$ cat config.mk
export PLATFORM = sky130hd
export DESIGN_NAME = delimited_frame_parser_checksum_flat
export DESIGN_NICKNAME = d
export VERILOG_FILES = /design/src/dfpc_pkg.sv /design/src/dfpc_if.sv /design/src/dfpc_front.sv /design/src/dfpc_fifo.sv /design/src/dfpc_back.sv /design/src/delimited_frame_parser_checksum.sv /design/src/flat_wrapper.sv
export SDC_FILE = /design/constraint.sdc
export NUM_CORES = 1
export LEC_CHECK = 0
export ABC_AREA = 1
export BUFFER_PORTS_ARGS = -buffer_cell sky130_fd_sc_hd__buf_2
export CORE_MARGIN = 5
export CORE_UTILIZATION = 40
export DETAILED_ROUTE_END_ITERATION = 12
export REMOVE_ABC_BUFFERS = 1
export SETUP_SLACK_MARGIN = 0.5
export SYNTH_ARGS = -nofsm -noshare
export SYNTH_HDL_FRONTEND = slang
export SYNTH_SLANG_ARGS = --single-unit
$ cat constraint.sdc
create_clock -name clock -period 7 [get_ports clock]
set_clock_uncertainty 0.15 [all_clocks]
set_input_delay 1.4 -clock clock [delete_from_list [all_inputs] [get_ports clock]]
set_output_delay 1.4 -clock clock [all_outputs]
set_load 0.02 [all_outputs]
$ cat src/dfpc_pkg.sv
// shared types and constants for the delimited frame parser with checksum
// no dependencies; imported by every other file of the block
`default_nettype none

package dfpc_pkg;

   // field widths
   localparam int BYTE_W    = 8;
   localparam int ID_W      = 16;
   localparam int CSUM_W    = 10;
   localparam int SUM_W     = 7;
   localparam int STATUS_W  = 2;
   localparam int CSR_IDX_W = 2;

   // byte queue between front and back
   localparam int FIFO_DEPTH = 4;
   localparam int FIFO_PTR_W = $clog2(FIFO_DEPTH);
   localparam int FIFO_CNT_W = $clog2(FIFO_DEPTH + 1);

   // saturation limits and checksum modulus
   localparam logic [ID_W-1:0]   ID_MAX   = '1;
   localparam logic [CSUM_W-1:0] CSUM_MAX = '1;
   localparam logic [SUM_W-1:0]  SUM_MOD  = 7'd100;

   // control register indexes
   localparam logic [CSR_IDX_W-1:0] CSR_FIELD_DELIM   = 2'd0;
   localparam logic [CSR_IDX_W-1:0] CSR_PAYLOAD_OPEN  = 2'd1;
   localparam logic [CSR_IDX_W-1:0] CSR_PAYLOAD_CLOSE = 2'd2;

   // control register reset values
   localparam logic [BYTE_W-1:0] FIELD_DELIM_RST   = 8'd124;
   localparam logic [BYTE_W-1:0] PAYLOAD_OPEN_RST  = 8'd62;
   localparam logic [BYTE_W-1:0] PAYLOAD_CLOSE_RST = 8'd60;

   // character classes
   localparam logic [BYTE_W-1:0] CHAR_ZERO  = 8'd48;
   localparam logic [BYTE_W-1:0] CHAR_NINE  = 8'd57;
   localparam logic [BYTE_W-1:0] CHAR_SPACE = 8'd32;
   localparam logic [BYTE_W-1:0] CHAR_TAB   = 8'd9;
   localparam logic [BYTE_W-1:0] CHAR_CR    = 8'd13;

   // result kinds
   localparam logic KIND_PAYLOAD = 1'b0;
   localparam logic KIND_SUMMARY = 1'b1;

   // summary status codes
   localparam logic [STATUS_W-1:0] STATUS_OK        = 2'd0;
   localparam logic [STATUS_W-1:0] STATUS_MISMATCH  = 2'd1;
   localparam logic [STATUS_W-1:0] STATUS_EARLY_EOL = 2'd2;

   // classified input byte as queued for the back end
   typedef struct packed {
      logic [BYTE_W-1:0] rx_byte;
      logic              end_of_line;
      logic              is_field_delim;
      logic              is_payload_open;
      logic              is_payload_close;
      logic              is_digit;
      logic              is_space;
   } entry_type;

   // one result word
   typedef struct packed {
      logic                kind;
      logic [BYTE_W-1:0]   payload_byte;
      logic [ID_W-1:0]     message_id;
      logic [CSUM_W-1:0]   checksum_received;
      logic [SUM_W-1:0]    checksum_computed;
      logic [STATUS_W-1:0] status;
      logic                last;
   } rsp_word_type;

endpackage

`default_nettype wire

$ cat src/dfpc_if.sv
// channel interfaces: input bytes, result words and control register writes
// depends on dfpc_pkg for widths
`default_nettype none

interface dfpc_req_if import dfpc_pkg::*; ();
   logic              valid;
   logic              ready;
   logic [BYTE_W-1:0] rx_byte;
   logic              end_of_line;

   modport source (output valid, output rx_byte, output end_of_line, input ready);
   modport sink (input valid, input rx_byte, input end_of_line, output ready);
endinterface

interface dfpc_rsp_if import dfpc_pkg::*; ();
   logic                valid;
   logic                ready;
   logic                kind;
   logic [BYTE_W-1:0]   payload_byte;
   logic [ID_W-1:0]     message_id;
   logic [CSUM_W-1:0]   checksum_received;
   logic [SUM_W-1:0]    checksum_computed;
   logic [STATUS_W-1:0] status;
   logic                last;

   modport source (output valid, output kind, output payload_byte, output message_id,
                   output checksum_received, output checksum_computed, output status,
                   output last, input ready);
   modport sink (input valid, input kind, input payload_byte, input message_id,
                 input checksum_received, input checksum_computed, input status,
                 input last, output ready);
endinterface

interface dfpc_csr_if import dfpc_pkg::*; ();
   logic                 valid;
   logic                 ready;
   logic [CSR_IDX_W-1:0] index;
   logic [BYTE_W-1:0]    data;

   modport source (output valid, output index, output data, input ready);
   modport sink (input valid, input index, input data, output ready);
endinterface

`default_nettype wire

$ cat src/dfpc_front.sv
// front end: control registers, byte acceptance and classification
// depends on dfpc_pkg and the channel interfaces in dfpc_if
`default_nettype none

module dfpc_front import dfpc_pkg::*; (
   input  wire logic   clock,
   input  wire logic   reset,
   dfpc_req_if.sink    req_ch,
   dfpc_csr_if.sink    csr_ch,
   input  wire logic   fifo_full,
   output logic        push,
   output entry_type   push_entry
);

   logic [BYTE_W-1:0] field_delim_ff, field_delim_in;
   logic [BYTE_W-1:0] payload_open_ff, payload_open_in;
   logic [BYTE_W-1:0] payload_close_ff, payload_close_in;
   logic [BYTE_W-1:0] b;

   // control register writes, always ready
   assign csr_ch.ready = 1'b1;

   always_comb begin
      field_delim_in   = field_delim_ff;
      payload_open_in  = payload_open_ff;
      payload_close_in = payload_close_ff;
      if (csr_ch.valid) begin
         case (csr_ch.index)
            CSR_FIELD_DELIM:   field_delim_in   = csr_ch.data;
            CSR_PAYLOAD_OPEN:  payload_open_in  = csr_ch.data;
            CSR_PAYLOAD_CLOSE: payload_close_in = csr_ch.data;
            default: ;
         endcase
      end
   end

   always_ff @(posedge clock) begin
      if (reset) begin
         field_delim_ff   <= FIELD_DELIM_RST;
         payload_open_ff  <= PAYLOAD_OPEN_RST;
         payload_close_ff <= PAYLOAD_CLOSE_RST;
      end else begin
         field_delim_ff   <= field_delim_in;
         payload_open_ff  <= payload_open_in;
         payload_close_ff <= payload_close_in;
      end
   end

   // take a word whenever the queue has room
   assign req_ch.ready = !fifo_full;
   assign push        = req_ch.valid && !fifo_full;

   // classify the byte against the delimiters and character classes
   assign b = req_ch.rx_byte;

   always_comb begin
      push_entry.rx_byte          = b;
      push_entry.end_of_line      = req_ch.end_of_line;
      push_entry.is_field_delim   = (b == field_delim_ff);
      push_entry.is_payload_open  = (b == payload_open_ff);
      push_entry.is_payload_close = (b == payload_close_ff);
      push_entry.is_digit         = (b >= CHAR_ZERO) && (b <= CHAR_NINE);
      push_entry.is_space         = (b == CHAR_SPACE) || ((b >= CHAR_TAB) && (b <= CHAR_CR));
   end

endmodule

`default_nettype wire

$ cat src/dfpc_fifo.sv
// short queue of classified bytes between front and back end
// depends on dfpc_pkg for the entry type and depth
`default_nettype none

module dfpc_fifo import dfpc_pkg::*; (
   input  wire logic       clock,
   input  wire logic       reset,
   input  wire logic       push,
   input  wire entry_type  push_entry,
   input  wire logic       pop,
   output logic            full,
   output logic            empty,
   output entry_type       head
);

   entry_type              mem_ff [FIFO_DEPTH];
   logic [FIFO_PTR_W-1:0]  wr_ptr_ff, wr_ptr_in;
   logic [FIFO_PTR_W-1:0]  rd_ptr_ff, rd_ptr_in;
   logic [FIFO_CNT_W-1:0]  count_ff, count_in;

   assign full  = (count_ff == FIFO_CNT_W'(FIFO_DEPTH));
   assign empty = (count_ff == '0);
   assign head  = mem_ff[rd_ptr_ff];

   // pointer and fill count update
   always_comb begin
      wr_ptr_in = wr_ptr_ff;
      rd_ptr_in = rd_ptr_ff;
      count_in  = count_ff;
      if (push) begin
         wr_ptr_in = (wr_ptr_ff == FIFO_PTR_W'(FIFO_DEPTH - 1)) ? '0 : wr_ptr_ff + 1'b1;
      end
      if (pop) begin
         rd_ptr_in = (rd_ptr_ff == FIFO_PTR_W'(FIFO_DEPTH - 1)) ? '0 : rd_ptr_ff + 1'b1;
      end
      if (push && !pop) begin
         count_in = count_ff + 1'b1;
      end else if (pop && !push) begin
         count_in = count_ff - 1'b1;
      end
   end

   always_ff @(posedge clock) begin
      if (reset) begin
         wr_ptr_ff <= '0;
         rd_ptr_ff <= '0;
         count_ff  <= '0;
      end else begin
         wr_ptr_ff <= wr_ptr_in;
         rd_ptr_ff <= rd_ptr_in;
         count_ff  <= count_in;
      end
   end

   // storage, no reset needed
   always_ff @(posedge clock) begin
      if (push) begin
         mem_ff[wr_ptr_ff] <= push_entry;
      end
   end

endmodule

`default_nettype wire

$ cat src/dfpc_back.sv
// back end: frame state machine, decimal fields, checksum and result register
// depends on dfpc_pkg and the result interface in dfpc_if
`default_nettype none

module dfpc_back import dfpc_pkg::*; (
   input  wire logic       clock,
   input  wire logic       reset,
   input  wire entry_type  head,
   input  wire logic       empty,
   output logic            pop,
   dfpc_rsp_if.source      rsp_ch
);

   typedef enum logic [2:0] {
      PH_WAIT,
      PH_ID,
      PH_SEEK,
      PH_PAYLOAD,
      PH_CSUM,
      PH_DONE
   } phase_type;

   localparam int ID_WIDE_W   = ID_W + 4;
   localparam int CSUM_WIDE_W = CSUM_W + 4;
   localparam int ADD_W       = BYTE_W + 1;

   phase_type           phase_ff, phase_in, step_phase;
   logic [ID_W-1:0]     id_acc_ff, id_acc_in, step_id;
   logic                id_stop_ff, id_stop_in, step_id_stop;
   logic [CSUM_W-1:0]   csum_acc_ff, csum_acc_in, step_csum;
   logic                csum_stop_ff, csum_stop_in, step_csum_stop;
   logic [SUM_W-1:0]    sum_ff, sum_in, step_sum;
   logic                started_ff, started_in, step_started;
   logic                split_ff, split_in;
   logic                out_valid_ff, out_valid_in;
   rsp_word_type        out_ff, out_in;

   logic [ID_WIDE_W-1:0]   id_wide;
   logic [CSUM_WIDE_W-1:0] csum_wide;
   logic [ID_W-1:0]        id_sat;
   logic [CSUM_W-1:0]      csum_sat;
   logic [ADD_W-1:0]       sum_raw;
   logic [SUM_W-1:0]       sum_add;
   logic                   take;
   logic                   emit_pl, emit_csum, eol_summary;
   logic                   out_free, load, apply, clear;
   rsp_word_type           pl_word, sum_word, split_word;

   // saturating decimal digit append
   assign id_wide = ID_WIDE_W'({id_acc_ff, 3'b000}) + ID_WIDE_W'({id_acc_ff, 1'b0})
                  + ID_WIDE_W'(head.rx_byte[3:0]);
   assign id_sat  = (id_wide > ID_WIDE_W'(ID_MAX)) ? ID_MAX : id_wide[ID_W-1:0];
   assign csum_wide = CSUM_WIDE_W'({csum_acc_ff, 3'b000}) + CSUM_WIDE_W'({csum_acc_ff, 1'b0})
                    + CSUM_WIDE_W'(head.rx_byte[3:0]);
   assign csum_sat  = (csum_wide > CSUM_WIDE_W'(CSUM_MAX)) ? CSUM_MAX
                                                           : csum_wide[CSUM_W-1:0];

   // running sum mod 100, sum below 100 plus a byte stays below 400
   assign sum_raw = ADD_W'(sum_ff) + ADD_W'(head.rx_byte);
   always_comb begin
      if (sum_raw >= ADD_W'(3 * 100)) begin
         sum_add = SUM_W'(sum_raw - ADD_W'(3 * 100));
      end else if (sum_raw >= ADD_W'(2 * 100)) begin
         sum_add = SUM_W'(sum_raw - ADD_W'(2 * 100));
      end else if (sum_raw >= ADD_W'(SUM_MOD)) begin
         sum_add = SUM_W'(sum_raw - ADD_W'(SUM_MOD));
      end else begin
         sum_add = SUM_W'(sum_raw);
      end
   end

   // leading whitespace is skipped until the field has started
   assign take = started_ff || !head.is_space;

   // per-byte state step, before the end-of-line clear
   always_comb begin
      step_phase     = phase_ff;
      step_id        = id_acc_ff;
      step_id_stop   = id_stop_ff;
      step_csum      = csum_acc_ff;
      step_csum_stop = csum_stop_ff;
      step_sum       = sum_ff;
      step_started   = started_ff;
      emit_pl        = 1'b0;
      emit_csum      = 1'b0;
      case (phase_ff)
         PH_WAIT: begin
            if (head.is_field_delim) begin
               step_phase   = PH_ID;
               step_started = 1'b0;
            end
         end
         PH_ID: begin
            if (head.is_field_delim) begin
               step_phase = PH_SEEK;
            end else if (!id_stop_ff && take) begin
               step_started = 1'b1;
               if (head.is_digit) begin
                  step_id = id_sat;
               end else begin
                  step_id_stop = 1'b1;
               end
            end
         end
         PH_SEEK: begin
            if (head.is_payload_open) begin
               step_phase = PH_PAYLOAD;
            end
         end
         PH_PAYLOAD: begin
            if (head.is_payload_close) begin
               step_phase   = PH_CSUM;
               step_started = 1'b0;
            end else begin
               step_sum = sum_add;
               emit_pl  = 1'b1;
            end
         end
         PH_CSUM: begin
            if (head.is_field_delim) begin
               emit_csum  = 1'b1;
               step_phase = PH_DONE;
            end else if (!csum_stop_ff && take) begin
               step_started = 1'b1;
               if (head.is_digit) begin
                  step_csum = csum_sat;
               end else begin
                  step_csum_stop = 1'b1;
               end
            end
         end
         default: begin
            step_phase = PH_DONE;
         end
      endcase
   end

   assign eol_summary = head.end_of_line && (step_phase != PH_DONE);

   // candidate result words
   always_comb begin
      pl_word              = '0;
      pl_word.kind         = KIND_PAYLOAD;
      pl_word.payload_byte = head.rx_byte;
      pl_word.last         = !head.end_of_line;

      sum_word                   = '0;
      sum_word.kind              = KIND_SUMMARY;
      sum_word.message_id        = step_id;
      sum_word.checksum_received = step_csum;
      sum_word.checksum_computed = step_sum;
      sum_word.last              = 1'b1;
      if (emit_csum) begin
         sum_word.status = (step_csum == CSUM_W'(step_sum)) ? STATUS_OK : STATUS_MISMATCH;
      end else begin
         sum_word.status = STATUS_EARLY_EOL;
      end

      split_word                   = '0;
      split_word.kind              = KIND_SUMMARY;
      split_word.message_id        = id_acc_ff;
      split_word.checksum_received = csum_acc_ff;
      split_word.checksum_computed = sum_ff;
      split_word.status            = STATUS_EARLY_EOL;
      split_word.last              = 1'b1;
   end

   // issue control: a payload byte that ends the line takes two result slots
   assign out_free = !out_valid_ff || rsp_ch.ready;

   always_comb begin
      load     = 1'b0;
      out_in   = out_ff;
      pop      = 1'b0;
      apply    = 1'b0;
      clear    = 1'b0;
      split_in = split_ff;
      if (split_ff) begin
         if (out_free) begin
            load     = 1'b1;
            out_in   = split_word;
            pop      = 1'b1;
            clear    = 1'b1;
            split_in = 1'b0;
         end
      end else if (!empty) begin
         if (emit_pl && head.end_of_line) begin
            if (out_free) begin
               load     = 1'b1;
               out_in   = pl_word;
               apply    = 1'b1;
               split_in = 1'b1;
            end
         end else if (emit_pl || emit_csum || eol_summary) begin
            if (out_free) begin
               load   = 1'b1;
               out_in = emit_pl ? pl_word : sum_word;
               apply  = 1'b1;
               clear  = head.end_of_line;
               pop    = 1'b1;
            end
         end else begin
            apply = 1'b1;
            clear = head.end_of_line;
            pop   = 1'b1;
         end
      end
   end

   // next state selection
   always_comb begin
      phase_in     = phase_ff;
      id_acc_in    = id_acc_ff;
      id_stop_in   = id_stop_ff;
      csum_acc_in  = csum_acc_ff;
      csum_stop_in = csum_stop_ff;
      sum_in       = sum_ff;
      started_in   = started_ff;
      if (clear) begin
         phase_in     = PH_WAIT;
         id_acc_in    = '0;
         id_stop_in   = 1'b0;
         csum_acc_in  = '0;
         csum_stop_in = 1'b0;
         sum_in       = '0;
         started_in   = 1'b0;
      end else if (apply) begin
         phase_in     = step_phase;
         id_acc_in    = step_id;
         id_stop_in   = step_id_stop;
         csum_acc_in  = step_csum;
         csum_stop_in = step_csum_stop;
         sum_in       = step_sum;
         started_in   = step_started;
      end
      if (load) begin
         out_valid_in = 1'b1;
      end else if (rsp_ch.ready) begin
         out_valid_in = 1'b0;
      end else begin
         out_valid_in = out_valid_ff;
      end
   end

   // state and result register
   always_ff @(posedge clock) begin
      if (reset) begin
         phase_ff     <= PH_WAIT;
         id_acc_ff    <= '0;
         id_stop_ff   <= 1'b0;
         csum_acc_ff  <= '0;
         csum_stop_ff <= 1'b0;
         sum_ff       <= '0;
         started_ff   <= 1'b0;
         split_ff     <= 1'b0;
         out_valid_ff <= 1'b0;
      end else begin
         phase_ff     <= phase_in;
         id_acc_ff    <= id_acc_in;
         id_stop_ff   <= id_stop_in;
         csum_acc_ff  <= csum_acc_in;
         csum_stop_ff <= csum_stop_in;
         sum_ff       <= sum_in;
         started_ff   <= started_in;
         split_ff     <= split_in;
         out_valid_ff <= out_valid_in;
      end
      out_ff <= out_in;
   end

   // result channel
   assign rsp_ch.valid             = out_valid_ff;
   assign rsp_ch.kind              = out_ff.kind;
   assign rsp_ch.payload_byte      = out_ff.payload_byte;
   assign rsp_ch.message_id        = out_ff.message_id;
   assign rsp_ch.checksum_received = out_ff.checksum_received;
   assign rsp_ch.checksum_computed = out_ff.checksum_computed;
   assign rsp_ch.status            = out_ff.status;
   assign rsp_ch.last              = out_ff.last;

   // running checksum stays reduced
   a_sum_reduced: assert property (@(posedge clock) disable iff (reset)
      sum_ff < SUM_MOD)
      else $error("running sum not reduced mod 100");

   // the pending summary only follows a payload byte
   a_split_phase: assert property (@(posedge clock) disable iff (reset)
      split_ff |-> (phase_ff == PH_PAYLOAD))
      else $error("pending summary outside payload phase");

   // the first half of a split item is a non-final payload word
   a_split_first: assert property (@(posedge clock) disable iff (reset)
      $rose(split_ff) |-> (out_valid_ff && (out_ff.kind == KIND_PAYLOAD) && !out_ff.last))
      else $error("split item did not issue a payload word first");

   // retiring an end-of-line byte restarts the frame search
   a_eol_clears: assert property (@(posedge clock) disable iff (reset)
      (pop && head.end_of_line) |=> ((phase_ff == PH_WAIT) && !split_ff && (sum_ff == '0)))
      else $error("state not cleared after end of line");

endmodule

`default_nettype wire

$ cat src/delimited_frame_parser_checksum.sv
// The parser takes a text line |id|>payload<checksum| byte by byte and returns one word
// per payload byte plus one summary word per line (id, received and computed checksum,
// status). A byte is accepted in the cycle it is offered whenever the four-entry byte
// queue has room; the back end retires one queued byte per cycle while results are
// taken, and results leave through a single output register, so the sustained rate is
// one byte per cycle. The one exception is a payload byte that also ends the line: it
// yields two words and retires with the second. Delimiters are set through the control
// register port, which should only be written while the parser is idle.
// top level; depends on dfpc_pkg, dfpc_if, dfpc_front, dfpc_fifo and dfpc_back
`default_nettype none

module delimited_frame_parser_checksum import dfpc_pkg::*; (
   input  wire logic   clock,
   input  wire logic   reset,
   dfpc_req_if.sink    req_ch,
   dfpc_rsp_if.source  rsp_ch,
   dfpc_csr_if.sink    csr_ch
);

   logic      fifo_full;
   logic      fifo_empty;
   logic      push;
   logic      pop;
   entry_type push_entry;
   entry_type head;

   // accept and classify
   dfpc_front u_front (
      .clock      (clock),
      .reset      (reset),
      .req_ch     (req_ch),
      .csr_ch     (csr_ch),
      .fifo_full  (fifo_full),
      .push       (push),
      .push_entry (push_entry)
   );

   // byte queue
   dfpc_fifo u_fifo (
      .clock      (clock),
      .reset      (reset),
      .push       (push),
      .push_entry (push_entry),
      .pop        (pop),
      .full       (fifo_full),
      .empty      (fifo_empty),
      .head       (head)
   );

   // frame parsing and results
   dfpc_back u_back (
      .clock  (clock),
      .reset  (reset),
      .head   (head),
      .empty  (fifo_empty),
      .pop    (pop),
      .rsp_ch (rsp_ch)
   );

endmodule

`default_nettype wire
$ cat src/flat_wrapper.sv
// flat-port wrapper written by rule: the top's interface ports become plain ports
module delimited_frame_parser_checksum_flat import dfpc_pkg::*;
  (clock, reset, req_ch_valid, req_ch_rx_byte, req_ch_end_of_line, req_ch_ready, rsp_ch_valid, rsp_ch_kind, rsp_ch_payload_byte, rsp_ch_message_id, rsp_ch_checksum_received, rsp_ch_checksum_computed, rsp_ch_status, rsp_ch_last, rsp_ch_ready, csr_ch_valid, csr_ch_index, csr_ch_data, csr_ch_ready);
  dfpc_req_if req_ch_i ();
  dfpc_rsp_if rsp_ch_i ();
  dfpc_csr_if csr_ch_i ();
  input  wire logic clock;
  input  wire logic reset;
  input wire logic [$bits(req_ch_i.valid)-1:0] req_ch_valid;
  input wire logic [$bits(req_ch_i.rx_byte)-1:0] req_ch_rx_byte;
  input wire logic [$bits(req_ch_i.end_of_line)-1:0] req_ch_end_of_line;
  output wire logic [$bits(req_ch_i.ready)-1:0] req_ch_ready;
  output wire logic [$bits(rsp_ch_i.valid)-1:0] rsp_ch_valid;
  output wire logic [$bits(rsp_ch_i.kind)-1:0] rsp_ch_kind;
  output wire logic [$bits(rsp_ch_i.payload_byte)-1:0] rsp_ch_payload_byte;
  output wire logic [$bits(rsp_ch_i.message_id)-1:0] rsp_ch_message_id;
  output wire logic [$bits(rsp_ch_i.checksum_received)-1:0] rsp_ch_checksum_received;
  output wire logic [$bits(rsp_ch_i.checksum_computed)-1:0] rsp_ch_checksum_computed;
  output wire logic [$bits(rsp_ch_i.status)-1:0] rsp_ch_status;
  output wire logic [$bits(rsp_ch_i.last)-1:0] rsp_ch_last;
  input wire logic [$bits(rsp_ch_i.ready)-1:0] rsp_ch_ready;
  input wire logic [$bits(csr_ch_i.valid)-1:0] csr_ch_valid;
  input wire logic [$bits(csr_ch_i.index)-1:0] csr_ch_index;
  input wire logic [$bits(csr_ch_i.data)-1:0] csr_ch_data;
  output wire logic [$bits(csr_ch_i.ready)-1:0] csr_ch_ready;
  assign req_ch_i.valid = req_ch_valid;
  assign req_ch_i.rx_byte = req_ch_rx_byte;
  assign req_ch_i.end_of_line = req_ch_end_of_line;
  assign req_ch_ready = req_ch_i.ready;
  assign rsp_ch_valid = rsp_ch_i.valid;
  assign rsp_ch_kind = rsp_ch_i.kind;
  assign rsp_ch_payload_byte = rsp_ch_i.payload_byte;
  assign rsp_ch_message_id = rsp_ch_i.message_id;
  assign rsp_ch_checksum_received = rsp_ch_i.checksum_received;
  assign rsp_ch_checksum_computed = rsp_ch_i.checksum_computed;
  assign rsp_ch_status = rsp_ch_i.status;
  assign rsp_ch_last = rsp_ch_i.last;
  assign rsp_ch_i.ready = rsp_ch_ready;
  assign csr_ch_i.valid = csr_ch_valid;
  assign csr_ch_i.index = csr_ch_index;
  assign csr_ch_i.data = csr_ch_data;
  assign csr_ch_ready = csr_ch_i.ready;
  delimited_frame_parser_checksum u_core (.clock(clock), .reset(reset), .req_ch(req_ch_i), .rsp_ch(rsp_ch_i), .csr_ch(csr_ch_i));
endmodule
==> reports/qor.log <==
qor: outcome.status completed
qor: synthesis.synth_seq_area_share 42.62%
qor: timing.timing.slew.headroom 25.26%
qor: routing.detailed_route_drc_error_count 0
qor: routing.postRouteAntennaNets 0
qor: synthesis.synth_top_flop_cell sky130_fd_sc_hd__edfxtp_1
qor: synthesis.synth_area_per_cell 8.473 um^2
qor: synthesis.post_synth_most_frequent_cells sky130_fd_sc_hd__nand2_1 (289), sky130_fd_sc_hd__inv_1 (119), sky130_fd_sc_hd__nor2_1 (107)
qor: die.fp.dieW 172.7 um
qor: setup_path.timing.critical_path.fanout_max 29
qor: cts.cts-root-to-sink-buffers 2
qor: cts.clkTransAtPathRegs 0.08 ns
qor: timing.hold_violations 0
qor: routing.drt_pre_antenna_iters 5
qor: hold_path.path_type_of_the_worst_min_delay_path reg -> reg
qor: routing.initialDrtViolationCount 525
qor: timing.totalNegativeSetupSlack 0 ns
qor: setup_path.kind_of_launch_point_of_the_worst_setup_path register
qor: timing.finalWorstPathRequiredPeriod 5.250 ns
qor: synthesis.edff_count_synth 101
qor: cts.h-tree-depth 4
qor: grt.grt_start_max_net_pins 67
qor: placement.dpl.hpwl 18.01 mm
qor: placement.placed_area 11210 um^2
qor: setup_path.worst_r2r_path_depth 19
qor: timing.slew_violations 0
qor: setup_path.critPathArrivalTime 5.24 ns
qor: cells_and_area.drive_above_1_share 16.99%
qor: setup_path.setup.reg_to_reg.worst_slack 1.75 ns
qor: timing.layout_setup_ws 1.750 ns
qor: cells_and_area.stdcell_count 1659
qor: synthesis.yosys_warnings 0
qor: hold_path.min_delay_startpoint u_core.u_back.id_stop_ff
qor: cts.cts_tree done
qor: die.top_level_ports 72
qor: routing.via_per_inst 5.119
qor: timing.clock.fmax 190.5 MHz
qor: die.initial_core_util 40.64%
qor: routing.met2WireLength 11.87 mm
qor: cells_and_area.layout.nets 1411
qor: die.fp.dieH 172.7 um
qor: routing.route.detailed.wl_per_inst 14.96 um
qor: setup_path.critPathCaptureType register
qor: timing.setup_viol 0
qor: grt.grt_pass1_vias 8305
qor: cells_and_area.area.growth.synth_to_final 12.04%
qor: grt.grt_pass1_wl 41.38 mm
qor: cts.cts.hold.buffers_added 0
qor: cts.root_buf_cell sky130_fd_sc_hd__clkbuf_16
qor: timing.tightestPinTransition 1.119 ns
qor: placement.i_o_buffers 70
qor: synthesis.synth_top_area_share 28.64%
qor: cts.worst_skew_pair.late_latency 0.44 ns
qor: synthesis.synth.distinct_cells 57
qor: synthesis.synth.largest_area_cell sky130_fd_sc_hd__edfxtp_1
qor: cts.postCtsResizedCells 0
qor: synthesis.netlist_area 10590 um^2
qor: synthesis.postSynthCellCount 1250
qor: cts.tritoncts.num_buffers 17
qor: synthesis.ys_ff_latch 175
qor: setup_path.timing.rr.end u_core.u_back.rsp_ch.message_id[2]
qor: synthesis.ys_top_cells_by_area sky130_fd_sc_hd__edfxtp_1 (29%), sky130_fd_sc_hd__dfxtp_1 (14%), sky130_fd_sc_hd__nand2_1 (10%)
qor: cells_and_area.antenna_cells 0
qor: routing.drt_wl_total 24.82 mm
qor: timing.final.hold.worst_slack 0.3200 ns
qor: setup_path.required 6.99 ns
qor: die.design.die.area 29830 um^2
qor: placement.pre_cts_setup_slack 1.788 ns
qor: routing.route.vias.total 8492
qor: hold_path.worst_hold_path.endpoint u_core.u_back.id_stop_ff
qor: placement.dpl.cell_count 1627
qor: placement.gp_congestion 0.8471
qor: grt.grt_antenna_before_repair 0
qor: power_and_ir_drop.irDropWorstVdd 0.2999 mV
qor: timing.tcrit_tclk_final 75.00%
qor: power_and_ir_drop.p_per_area 534.1 nW/um^2
qor: die.core_area 26060 um^2
qor: grt.grt_overflow_total 0
qor: setup_path.worstSetupPathType reg -> reg
qor: hold_path.min_delay_path_depth 1
qor: routing.detailroute.wirelength.met3 935 um
qor: routing.wl_met1 11.61 mm
qor: grt.globalRouteTotalUtil 16.60%
qor: cells_and_area.layout.core_utilization 45.54%
qor: cts.post_cts.repair.setup_buffers 0
qor: power_and_ir_drop.overall_power_consumption 6.338 mW
qor: flow_run.cap_viol_max_count 0
qor: power_and_ir_drop.static-leakage-power 5.277 nW
qor: timing.unrepaired_setup_endpoints_after_global_routing no
qor: cts.tritoncts_num_sinks 175
qor: die.core.rowCount 59
qor: synthesis.synth.most_common_cell sky130_fd_sc_hd__nand2_1
qor: synthesis.synth_async_sr_flop_share 0%
qor: cells_and_area.postLayoutCellArea 11870 um^2
qor: routing.maxUsedRoutingLayer met4
## metal layers
layer  GRT usage (%)  vias up
li1                -     4354
met3           3.253       28
met1           21.59     3949
met4           4.324        0
met2           28.42      161
met5               0        -
## area by class of cell
type                       instances  area, um^2
sequential                       175        4514
clock inverter                    15       230.2
timing repair buffer              79       417.9
inverter                         135       519.2
tap                              335       419.2
fill                            2532       14190
multi-input combinational        903        5340
clock buffer                      17       425.4
## kinds of logic (layout without fill, tap and decap cells)
family	Yosys count	in the layout	synth area share (%)
XOR/XNOR	46	46	3.875
AND/OR/NAND/NOR	544	544	22.61
other	1	1	0.03541
adder cells (fa/ha/maj)	76	76	9.403
buffers and inverters	172	246	7.064
flip-flops	175	175	42.62
AO/OA/AOI/OAI	236	236	14.39
## where the power goes
part           total (mW)  switching, mW  leakage (nW)  internal (mW)
Sequential           1.66          0.213          1.57           1.45
Clock                1.03          0.524         0.314          0.510
Combinational        3.64           2.45          3.39           1.20
## registers in the layout (all words and copies together) (netlist names), 2 cells and up, named ones only
| name | count |
|---|---|
| u_core.u_fifo.mem_ff | 56 |
| u_core.u_back.id_acc_ff | 16 |
| u_core.u_back.rsp_ch.message_id | 16 |
| u_core.u_back.csum_acc_ff | 10 |
| u_core.u_back.rsp_ch.checksum_received | 10 |
| u_core.u_back.rsp_ch.payload_byte | 8 |
| u_core.u_front.field_delim_ff | 8 |
| u_core.u_front.payload_close_ff | 8 |
| u_core.u_front.payload_open_ff | 8 |
| u_core.u_back.rsp_ch.checksum_computed | 7 |
| u_core.u_back.sum_ff | 7 |
| u_core.u_back.phase_ff | 3 |
| u_core.u_fifo.count_ff | 3 |
| u_core.u_back.rsp_ch.status | 2 |
| u_core.u_fifo.rd_ptr_ff | 2 |
| u_core.u_fifo.wr_ptr_ff | 2 |
## placed cells by master (no fill, tap or decap), types with 3 or more instances in the layout
cell	synthesis	routed
sky130_fd_sc_hd__nand2_1	289	289
sky130_fd_sc_hd__fa_1	6	6
sky130_fd_sc_hd__o22ai_1	16	16
sky130_fd_sc_hd__buf_2	6	70
sky130_fd_sc_hd__inv_4	3	3
sky130_fd_sc_hd__nand3_2	5	5
sky130_fd_sc_hd__nor3_1	12	12
sky130_fd_sc_hd__a32oi_1	8	8
sky130_fd_sc_hd__inv_1	119	119
sky130_fd_sc_hd__xor2_1	22	22
sky130_fd_sc_hd__buf_4	4	9
sky130_fd_sc_hd__nor2_2	9	9
sky130_fd_sc_hd__nand3_1	65	65
sky130_fd_sc_hd__xnor2_1	23	23
sky130_fd_sc_hd__o21ai_0	64	63
sky130_fd_sc_hd__inv_2	10	10
sky130_fd_sc_hd__or2_2	8	8
sky130_fd_sc_hd__edfxtp_1	101	101
sky130_fd_sc_hd__a21oi_2	29	29
sky130_fd_sc_hd__inv_12	0	6
sky130_fd_sc_hd__a21oi_1	57	57
sky130_fd_sc_hd__clkinv_8	0	5
sky130_fd_sc_hd__nor2_1	107	107
sky130_fd_sc_hd__nand4_1	22	22
sky130_fd_sc_hd__nand2_2	7	7
sky130_fd_sc_hd__a31oi_1	3	3
sky130_fd_sc_hd__ha_1	70	70
sky130_fd_sc_hd__nand3b_1	7	7
sky130_fd_sc_hd__o21ai_2	30	30
sky130_fd_sc_hd__dfxtp_1	74	74
sky130_fd_sc_hd__clkbuf_16	0	17
sky130_fd_sc_hd__o21ai_1	9	9
sky130_fd_sc_hd__nor4_1	5	5
## worst max-delay path by stage
stage                      start                                         to  slack [ns]  cells after the start
global placement        register        u_core.u_back.rsp_ch.message_id[15]        1.91                     17
global route            register         u_core.u_back.rsp_ch.message_id[0]        1.37                     19
finish                  register         u_core.u_back.rsp_ch.message_id[2]        1.75                     19
floorplan           rsp_ch_ready  u_core.u_back.rsp_ch.checksum_computed[0]        1.64                      2
CTS                     register         u_core.u_back.rsp_ch.message_id[1]        1.73                     17
detailed placement      register         u_core.u_back.rsp_ch.message_id[2]        1.79                     17
## critical path: stages (launching register included)
cell and delay [ns]:
sky130_fd_sc_hd__dfxtp_1 0.30, sky130_fd_sc_hd__buf_4 0.22, sky130_fd_sc_hd__inv_2 0.37, sky130_fd_sc_hd__nand2_1 0.09, sky130_fd_sc_hd__a32oi_1 0.56, sky130_fd_sc_hd__fa_1 0.58, sky130_fd_sc_hd__fa_1 0.45, sky130_fd_sc_hd__nand2_1 0.11
sky130_fd_sc_hd__a21oi_2 0.08, sky130_fd_sc_hd__a21boi_1 0.24, sky130_fd_sc_hd__o21ai_2 0.12, sky130_fd_sc_hd__a31oi_1 0.23, sky130_fd_sc_hd__o21ai_1 0.14, sky130_fd_sc_hd__nand3_1 0.09, sky130_fd_sc_hd__nand2_1 0.06, sky130_fd_sc_hd__xor2_1 0.15
sky130_fd_sc_hd__nor2_2 0.56, sky130_fd_sc_hd__nand4_1 0.18, sky130_fd_sc_hd__nand2_1 0.15, sky130_fd_sc_hd__o21ai_0 0.11
No activity file was read; power rests on OpenSTA's default activity.
